--- src/bpes_pkg.sv ---
// Package for the bead percentile exposure statistics block: widths, codes,
// milestone table, controller state type and the control/status structs.
// No dependencies.
`timescale 1ns / 1ps

package bpes_pkg;

    localparam int MAX_BEADS = 16384;
    localparam int ADDR_W    = $clog2(MAX_BEADS);
    localparam int CNT_W     = ADDR_W + 1;
    localparam int VAL_W     = 16;
    localparam int SUM_W     = 30;
    localparam int PCT_W     = 7;
    localparam int DIM_W     = 13;
    localparam int CRD_W     = 16;
    localparam int CFG_W     = 16;
    localparam int CFG_IDX_W = 3;
    localparam int KIND_W    = 2;
    localparam int NMILE     = 12;
    localparam int PROD_W    = CNT_W + PCT_W;
    localparam int BIG_COUNT = 100;

    localparam logic [KIND_W-1:0] KIND_BEAD = 2'd0;
    localparam logic [KIND_W-1:0] KIND_MILE = 2'd1;
    localparam logic [KIND_W-1:0] KIND_SUM  = 2'd2;

    localparam logic [CFG_IDX_W-1:0] CFG_OFFSET_COLS = 3'd0;
    localparam logic [CFG_IDX_W-1:0] CFG_OFFSET_ROWS = 3'd1;
    localparam logic [CFG_IDX_W-1:0] CFG_IMAGE_COLS  = 3'd2;
    localparam logic [CFG_IDX_W-1:0] CFG_IMAGE_ROWS  = 3'd3;
    localparam logic [CFG_IDX_W-1:0] CFG_IMAGE_MISS  = 3'd4;
    localparam logic [CFG_IDX_W-1:0] CFG_EXPO_PCT    = 3'd5;

    localparam logic [PCT_W-1:0] MILE_PCT [NMILE] = '{
        7'd1, 7'd2, 7'd5, 7'd10, 7'd20, 7'd30,
        7'd40, 7'd50, 7'd60, 7'd70, 7'd80, 7'd90
    };

    typedef enum logic [4:0] {
        ST_IDLE, ST_ITEM, ST_SORT_INIT, ST_M_CHK, ST_M_RD, ST_M_WR,
        ST_WALK_INIT, ST_W_RD, ST_W_ACC, ST_W_DEC, ST_EXP_S, ST_EXP_W,
        ST_PCT_S, ST_PCT_W, ST_TAV_S, ST_TAV_W, ST_BAV_S, ST_BAV_W,
        ST_MILE_OUT, ST_W_NEXT, ST_MEAN_S, ST_MEAN_W, ST_SUM_OUT
    } state_t;

    typedef enum logic [2:0] {
        DIV_EXPO, DIV_PCT, DIV_TOP, DIV_BOT, DIV_MEAN
    } div_op_t;

    typedef struct packed {
        logic    load_item;
        logic    emit_bead;
        logic    sort_init;
        logic    merge_read;
        logic    merge_write;
        logic    walk_init;
        logic    walk_read;
        logic    walk_acc;
        logic    walk_next;
        logic    div_start;
        div_op_t div_op;
        logic    emit_mile;
        logic    emit_sum;
    } cmd_t;

    typedef struct packed {
        logic item_bead;
        logic item_end;
        logic out_full;
        logic sorted;
        logic n_zero;
        logic n_mean;
        logic hit_mark;
        logic hit_expo;
        logic walk_last;
        logic div_done;
    } status_t;

endpackage

--- src/bpes_ctrl.sv ---
// Controller state machine: item intake, merge sort passes, rank walk,
// divisions and record emission. Depends on bpes_pkg.
`timescale 1ns / 1ps

module bpes_ctrl import bpes_pkg::*;
(
    input  logic    clk,
    input  logic    rst_n,
    input  logic    in_valid,
    input  status_t status,
    output cmd_t    cmd,
    output logic    in_stall
);

    state_t state_reg, state_next;

    always_ff @(posedge clk or negedge rst_n)
    begin
        if (!rst_n)
        begin
            state_reg <= ST_IDLE;
        end
        else
        begin
            state_reg <= state_next;
        end
    end

    always_comb
    begin
        state_next = state_reg;
        case (state_reg)
            ST_IDLE:      if (in_valid) state_next = ST_ITEM;
            ST_ITEM:
            begin
                if (!status.item_bead || !status.out_full)
                begin
                    state_next = status.item_end ? ST_SORT_INIT : ST_IDLE;
                end
            end
            ST_SORT_INIT: state_next = ST_M_CHK;
            ST_M_CHK:     state_next = status.sorted ? ST_WALK_INIT : ST_M_RD;
            ST_M_RD:      state_next = ST_M_WR;
            ST_M_WR:      state_next = ST_M_CHK;
            ST_WALK_INIT: state_next = status.n_zero ? ST_SUM_OUT : ST_W_RD;
            ST_W_RD:      state_next = ST_W_ACC;
            ST_W_ACC:     state_next = ST_W_DEC;
            ST_W_DEC:
            begin
                if (status.hit_expo)
                begin
                    state_next = ST_EXP_S;
                end
                else
                begin
                    state_next = status.hit_mark ? ST_PCT_S : ST_W_NEXT;
                end
            end
            ST_EXP_S:     state_next = ST_EXP_W;
            ST_EXP_W:
            begin
                if (status.div_done)
                begin
                    state_next = status.hit_mark ? ST_PCT_S : ST_W_NEXT;
                end
            end
            ST_PCT_S:     state_next = ST_PCT_W;
            ST_PCT_W:     if (status.div_done) state_next = ST_TAV_S;
            ST_TAV_S:     state_next = ST_TAV_W;
            ST_TAV_W:     if (status.div_done) state_next = ST_BAV_S;
            ST_BAV_S:     state_next = ST_BAV_W;
            ST_BAV_W:     if (status.div_done) state_next = ST_MILE_OUT;
            ST_MILE_OUT:  if (!status.out_full) state_next = ST_W_NEXT;
            ST_W_NEXT:
            begin
                if (!status.walk_last)
                begin
                    state_next = ST_W_RD;
                end
                else
                begin
                    state_next = status.n_mean ? ST_MEAN_S : ST_SUM_OUT;
                end
            end
            ST_MEAN_S:    state_next = ST_MEAN_W;
            ST_MEAN_W:    if (status.div_done) state_next = ST_SUM_OUT;
            ST_SUM_OUT:   if (!status.out_full) state_next = ST_IDLE;
            default:      state_next = ST_IDLE;
        endcase
    end

    always_comb
    begin
        cmd = '0;
        cmd.div_op = DIV_TOP;
        case (state_reg)
            ST_IDLE:      cmd.load_item = in_valid;
            ST_ITEM:      cmd.emit_bead = status.item_bead && !status.out_full;
            ST_SORT_INIT: cmd.sort_init = 1'b1;
            ST_M_RD:      cmd.merge_read = 1'b1;
            ST_M_WR:      cmd.merge_write = 1'b1;
            ST_WALK_INIT: cmd.walk_init = 1'b1;
            ST_W_RD:      cmd.walk_read = 1'b1;
            ST_W_ACC:     cmd.walk_acc = 1'b1;
            ST_EXP_S:
            begin
                cmd.div_start = 1'b1;
                cmd.div_op    = DIV_EXPO;
            end
            ST_PCT_S:
            begin
                cmd.div_start = 1'b1;
                cmd.div_op    = DIV_PCT;
            end
            ST_TAV_S:
            begin
                cmd.div_start = 1'b1;
                cmd.div_op    = DIV_TOP;
            end
            ST_BAV_S:
            begin
                cmd.div_start = 1'b1;
                cmd.div_op    = DIV_BOT;
            end
            ST_MEAN_S:
            begin
                cmd.div_start = 1'b1;
                cmd.div_op    = DIV_MEAN;
            end
            ST_MILE_OUT:  cmd.emit_mile = !status.out_full;
            ST_W_NEXT:    cmd.walk_next = !status.walk_last;
            ST_SUM_OUT:   cmd.emit_sum = !status.out_full;
            default:      ;
        endcase
    end

    assign in_stall = (state_reg != ST_IDLE);

endmodule

--- config.mk ---
export PLATFORM = sky130hd
export DESIGN_NAME = bpes_ctrl
export DESIGN_NICKNAME = d
export VERILOG_FILES = /design/src/bpes_pkg.sv /design/src/bpes_ctrl.sv
export SDC_FILE = /design/constraint.sdc
export NUM_CORES = 1
export LEC_CHECK = 0
export BUFFER_PORTS_ARGS = -buffer_cell sky130_fd_sc_hd__clkbuf_2
export CELL_PAD_IN_SITES_DETAIL_PLACEMENT = 1
export CELL_PAD_IN_SITES_GLOBAL_PLACEMENT = 1
export CORE_MARGIN = 2
export CORE_UTILIZATION = 32
export DETAILED_ROUTE_END_ITERATION = 8
export PLACE_DENSITY = 0.79
export REMOVE_ABC_BUFFERS = 1
export SLEW_MARGIN = 20
export SYNTH_ARGS = -nofsm -noshare
export SYNTH_HDL_FRONTEND = slang
export SYNTH_SLANG_ARGS = --single-unit
--- constraint.sdc ---
create_clock -name clk -period 2.07 [get_ports clk]
set_input_delay 0.1035 -clock clk [delete_from_list [all_inputs] [get_ports clk]]
set_output_delay 0.1035 -clock clk [all_outputs]
set_load 0.05 [all_outputs]
======== Word-level counts from Yosys, hierarchy flattened ========
Cells that the tools add are included.
W data, S select, Z words.
word-level totals
  register bits after elaboration ......... 5
operators by class
  equal/unequal tests ..................... 31
  mux-type cells .......................... 29
  reductions and logical operators ........ 9
operators with widths
  operator              count
  $pmux W5 S22          1
  $mux W5               13
  $eq A5 B4 Y1 const B  8
  $eq A5 B5 Y1 const B  7
  $eq A5 B3 Y1 const B  4
  $pmux W4 S5           1
  $ne A2 B2 Y1 const B  9
  $mux W1               11
  $eq A5 B2 Y1 const B  2
  $reduce_and A9 Y1     1
  $mux W2               3
  $eq A5 B1 Y1 const B  1
  $logic_not A5 Y1      1
  $reduce_bool A5 Y1    1
  $logic_not A1 Y1      3
  $reduce_or A2 Y1      1
  $logic_and A1 B1 Y1   1
  $logic_or A1 B1 Y1    1

======== Depth between registers and ports, before layout ========
  depth after elaboration ................. 4
  gate-level depth with buffers ........... 6
  mapped depth without buffers ............ 5

======== Least setup slack after synthesis ========
OpenSTA, ideal clock, no wires.
  kind .................................... flip-flop to output port
  start point ............................. register state_reg[1]
  end point ............................... output cmd[7] in the netlist's numbering
  arrival ................................. 2.282 ns
  data required time ...................... 1.966 ns
  slack ................................... -0.315 ns
  stages on the path, launching flop included .. 4
  buffers on the path ..................... 2
  cell sequence ........................... dfrtp_1 buf_4 buf_2 nor4_1
RTL lines
  element                   RTL line         RTL
  start: declaration        bpes_ctrl.sv:15  state_t state_reg, state_next;
  start signal: assignment  bpes_ctrl.sv:25  state_reg <= state_next;
  end: declaration          bpes_ctrl.sv:11  output cmd_t cmd,

==> flow_summary.json <==
{
  "clk_path_buf_depth": 2,
  "maxSlewViolCount": 0,
  "die-area_um2": 2554,
  "critPathRequiredTime_ps": 1970,
  "power_mw": 1.525,
  "setup_violations": 0,
  "dp.cells": 148,
  "critPathMaxStageDelay_ps": 490,
  "netlist_area_um2": 693.2,
  "cts_resized": 0,
  "p_per_area_nw_per_um2": 1717,
  "worstSetupStartpointType": "flip-flop",
  "cts_tree": "done",
  "p_sw_mw": 0.8975,
  "synth-edff-count": 0,
  "layout_commonest_cell": "clkbuf_2",
  "period_needed_ps": 1918,
  "combPwrFrac_pct": 73.4,
  "switching_share_pct": 58.83,
  "slew_headroom_pct": 67.37,
  "grt_pass1_wl_mm": 3.857,
  "grt.total_usage_pct": 19.54,
  "vdd_ir_drop_max_mv": 0.7935,
  "ys.flop_type": "dfrtp_1",
  "cts.sinks": 5,
  "fin_cells": 153,
  "routed_wl_mm": 2.226,
  "core-area_um2": 2002,
  "insertion_delay_ps": 240,
  "synthDistinctLibCells": 43,
  "area_growth_pct": 28.16,
  "drive_gt1_share_pct": 34.92,
  "yosys_warnings": 0,
  "fin_worst_skew_ps": 0.3400,
  "rows": 16,
  "power_frac_seq_pct": 19.2,
  "ys_ff_latch": 5,
  "dieWidth_um": 50.54,
  "antenna_cells": 0,
  "fmaxAchievable_ghz": 0.5215,
  "wire_per_inst_um": 14.55,
  "clk_pin_slew_ps": 40,
  "vias_per_cell": 5.444,
  "grt_pass1_vias": 805,
  "path_cells": "buf_4, nor2_1, nand2_1, a21boi_0, clkbuf_2",
  "path_class": "flip-flop to output pin",
  "dp_hpwl_mm": 1.778,
  "drc": 0,
  "nNetsFinal": 140,
  "grt_max_degree": 18,
  "drtAntennaViolNets": 0,
  "p_leak_nw": 0.4042,
  "antenna_found_initial": 0,
  "ys_async_sr_fraction_pct": 100.0,
  "largest_reg_flops": 5,
  "syn_avg_cell_area_um2": 7.146,
  "htree_num_levels": 1,
  "cap_viol_max_count": 0,
  "worst-path-max-fanout": 8,
  "tightest_slew_ps": 489.4,
  "utilization_pct": 44.38,
  "hp-class": "input pin to flip-flop",
  "die_y_um": 50.54,
  "root_buffer": "clkbuf_4",
  "rsz0062_at_grt": "no",
  "io-pin-count": 29,
  "p_int_mw": 0.6280,
  "setup_tns_ps": 0,
  "gp_congestion": 0.9013,
  "seq_area_frac_synth_pct": 18.05,
  "endpoint_kind": "output pin",
  "grt-ovfl-total": 0,
  "crit_arrival_ps": 1810,
  "worst_path_max_delay_cell": "dfrtp_1",
  "start_util_pct": 34.63,
  "final.period_utilization_pct": 92.64,
  "syn_inst": 97,
  "pwr-share-clk_pct": 7.4,
  "timing.hold.ws_ps": 180.0,
  "numCtsBuffers": 3,
  "vias": 833,
  "report.final.hold_viol_count": 0,
  "drt_first_pass_iters": 6,
  "final_cell_mix": "clkbuf_2, nor2_1, nand2_1",
  "status": "finished, final reports clean",
  "portBuffers": 28,
  "drtIter0Drc": 10
}
## critical path: cells and delay by family (launching register included)
family | cells | cell delay, ps
compound gates | 1 | 210
flops | 1 | 490
buf+inv | 2 | 510
simple gates | 2 | 360
## stage by stage
stage | worst slack (ps) | cell area [um^2]
2_1_floorplan | -256.1 | 646.9
3_3_place_gp | 319.5 | 850.8
3_5_place_dp | 247.4 | 850.8
4_1_cts | 142.0 | 888.4
5_1_grt | 20.83 | 888.4
6_report | 152.4 | 888.4
## path summary, 6_finish.rpt
check | from | to | slack (ps) | cells after the start
hold / removal | status[5] | state_reg[4]$_DFFE_PN0P_ | 180 | 3
setup reg to reg | state_reg[4]$_DFFE_PN0P_ | state_reg[3]$_DFFE_PN0P_ | 200 | 5
setup / recovery | state_reg[2]$_DFFE_PN0P_ | cmd[2] | 150 | 5
min in group asynchronous | rst_n | state_reg[1]$_DFFE_PN0P_ | 210 | 2
hold reg to reg | state_reg[2]$_DFFE_PN0P_ | state_reg[2]$_DFFE_PN0P_ | 730 | 2
max in group asynchronous | rst_n | state_reg[4]$_DFFE_PN0P_ | 1730 | 2
## cells in the mapped netlist, types with 2 or more instances
master / number / area (um^2)
nor2_1: 12 / 45.04
nand2_1: 7 / 26.28
a21oi_1: 6 / 30.03
inv_1: 6 / 22.52
nor3_1: 6 / 30.03
dfrtp_1: 5 / 125.1
buf_2: 4 / 20.02
o21ai_0: 4 / 20.02
o31ai_1: 4 / 30.03
nor2b_1: 3 / 18.77
o22ai_1: 3 / 18.77
a32oi_1: 2 / 17.52
clkbuf_1: 2 / 7.510
nand2b_1: 2 / 12.51
nand4_1: 2 / 12.51
nor4_1: 2 / 12.51
## final cells by class
class | instances | area [um^2]
Tap cell | 27 | 33.78
Timing Repair Buffer | 33 | 180.2
Sequential cell | 5 | 125.1
Inverter | 6 | 22.52
Multi-Input combinational cell | 78 | 499.2
Clock buffer | 3 | 22.52
Fill cell | 281 | 1114
Clock inverter | 1 | 5.005
## routing by layer
layer,part of all wire [%],global-route usage (%),vias up
met5,0,0,-
met2,45,30.04,26
li1,-,-,412
met4,1.8,4.505,0
met3,4.8,4.464,4
met1,48,27.66,391
## cell families (layout without fill, tap and decap cells)
logic type | after synthesis | count (layout) | share of synthesized area (%)
simple gates | 45 | 45 | 37.18
compound gates | 31 | 31 | 32.13
xor+xnor | 1 | 1 | 1.264
flops | 5 | 5 | 18.05
buf+inv | 14 | 43 | 9.928
mux | 1 | 1 | 1.444
## what timing repair did
action / CTS / global route
buffers inserted: 0 / 0
hold endpoints to repair: 5 / 0
hold buffers: 1 / 0
## power groups by stage
stage / sequential [mW] / combinational [mW] / clock, mW
CTS: 0.290 / 1.13 / 0.117
global route: 0.310 / 1.24 / 0.125
detailed placement: 0.292 / 1.12 / 0
finish: 0.293 / 1.12 / 0.112
floorplan: 0.305 / 0.781 / 0
global placement: 0.291 / 1.10 / 0
No activity file was read; power rests on OpenSTA's default activity.
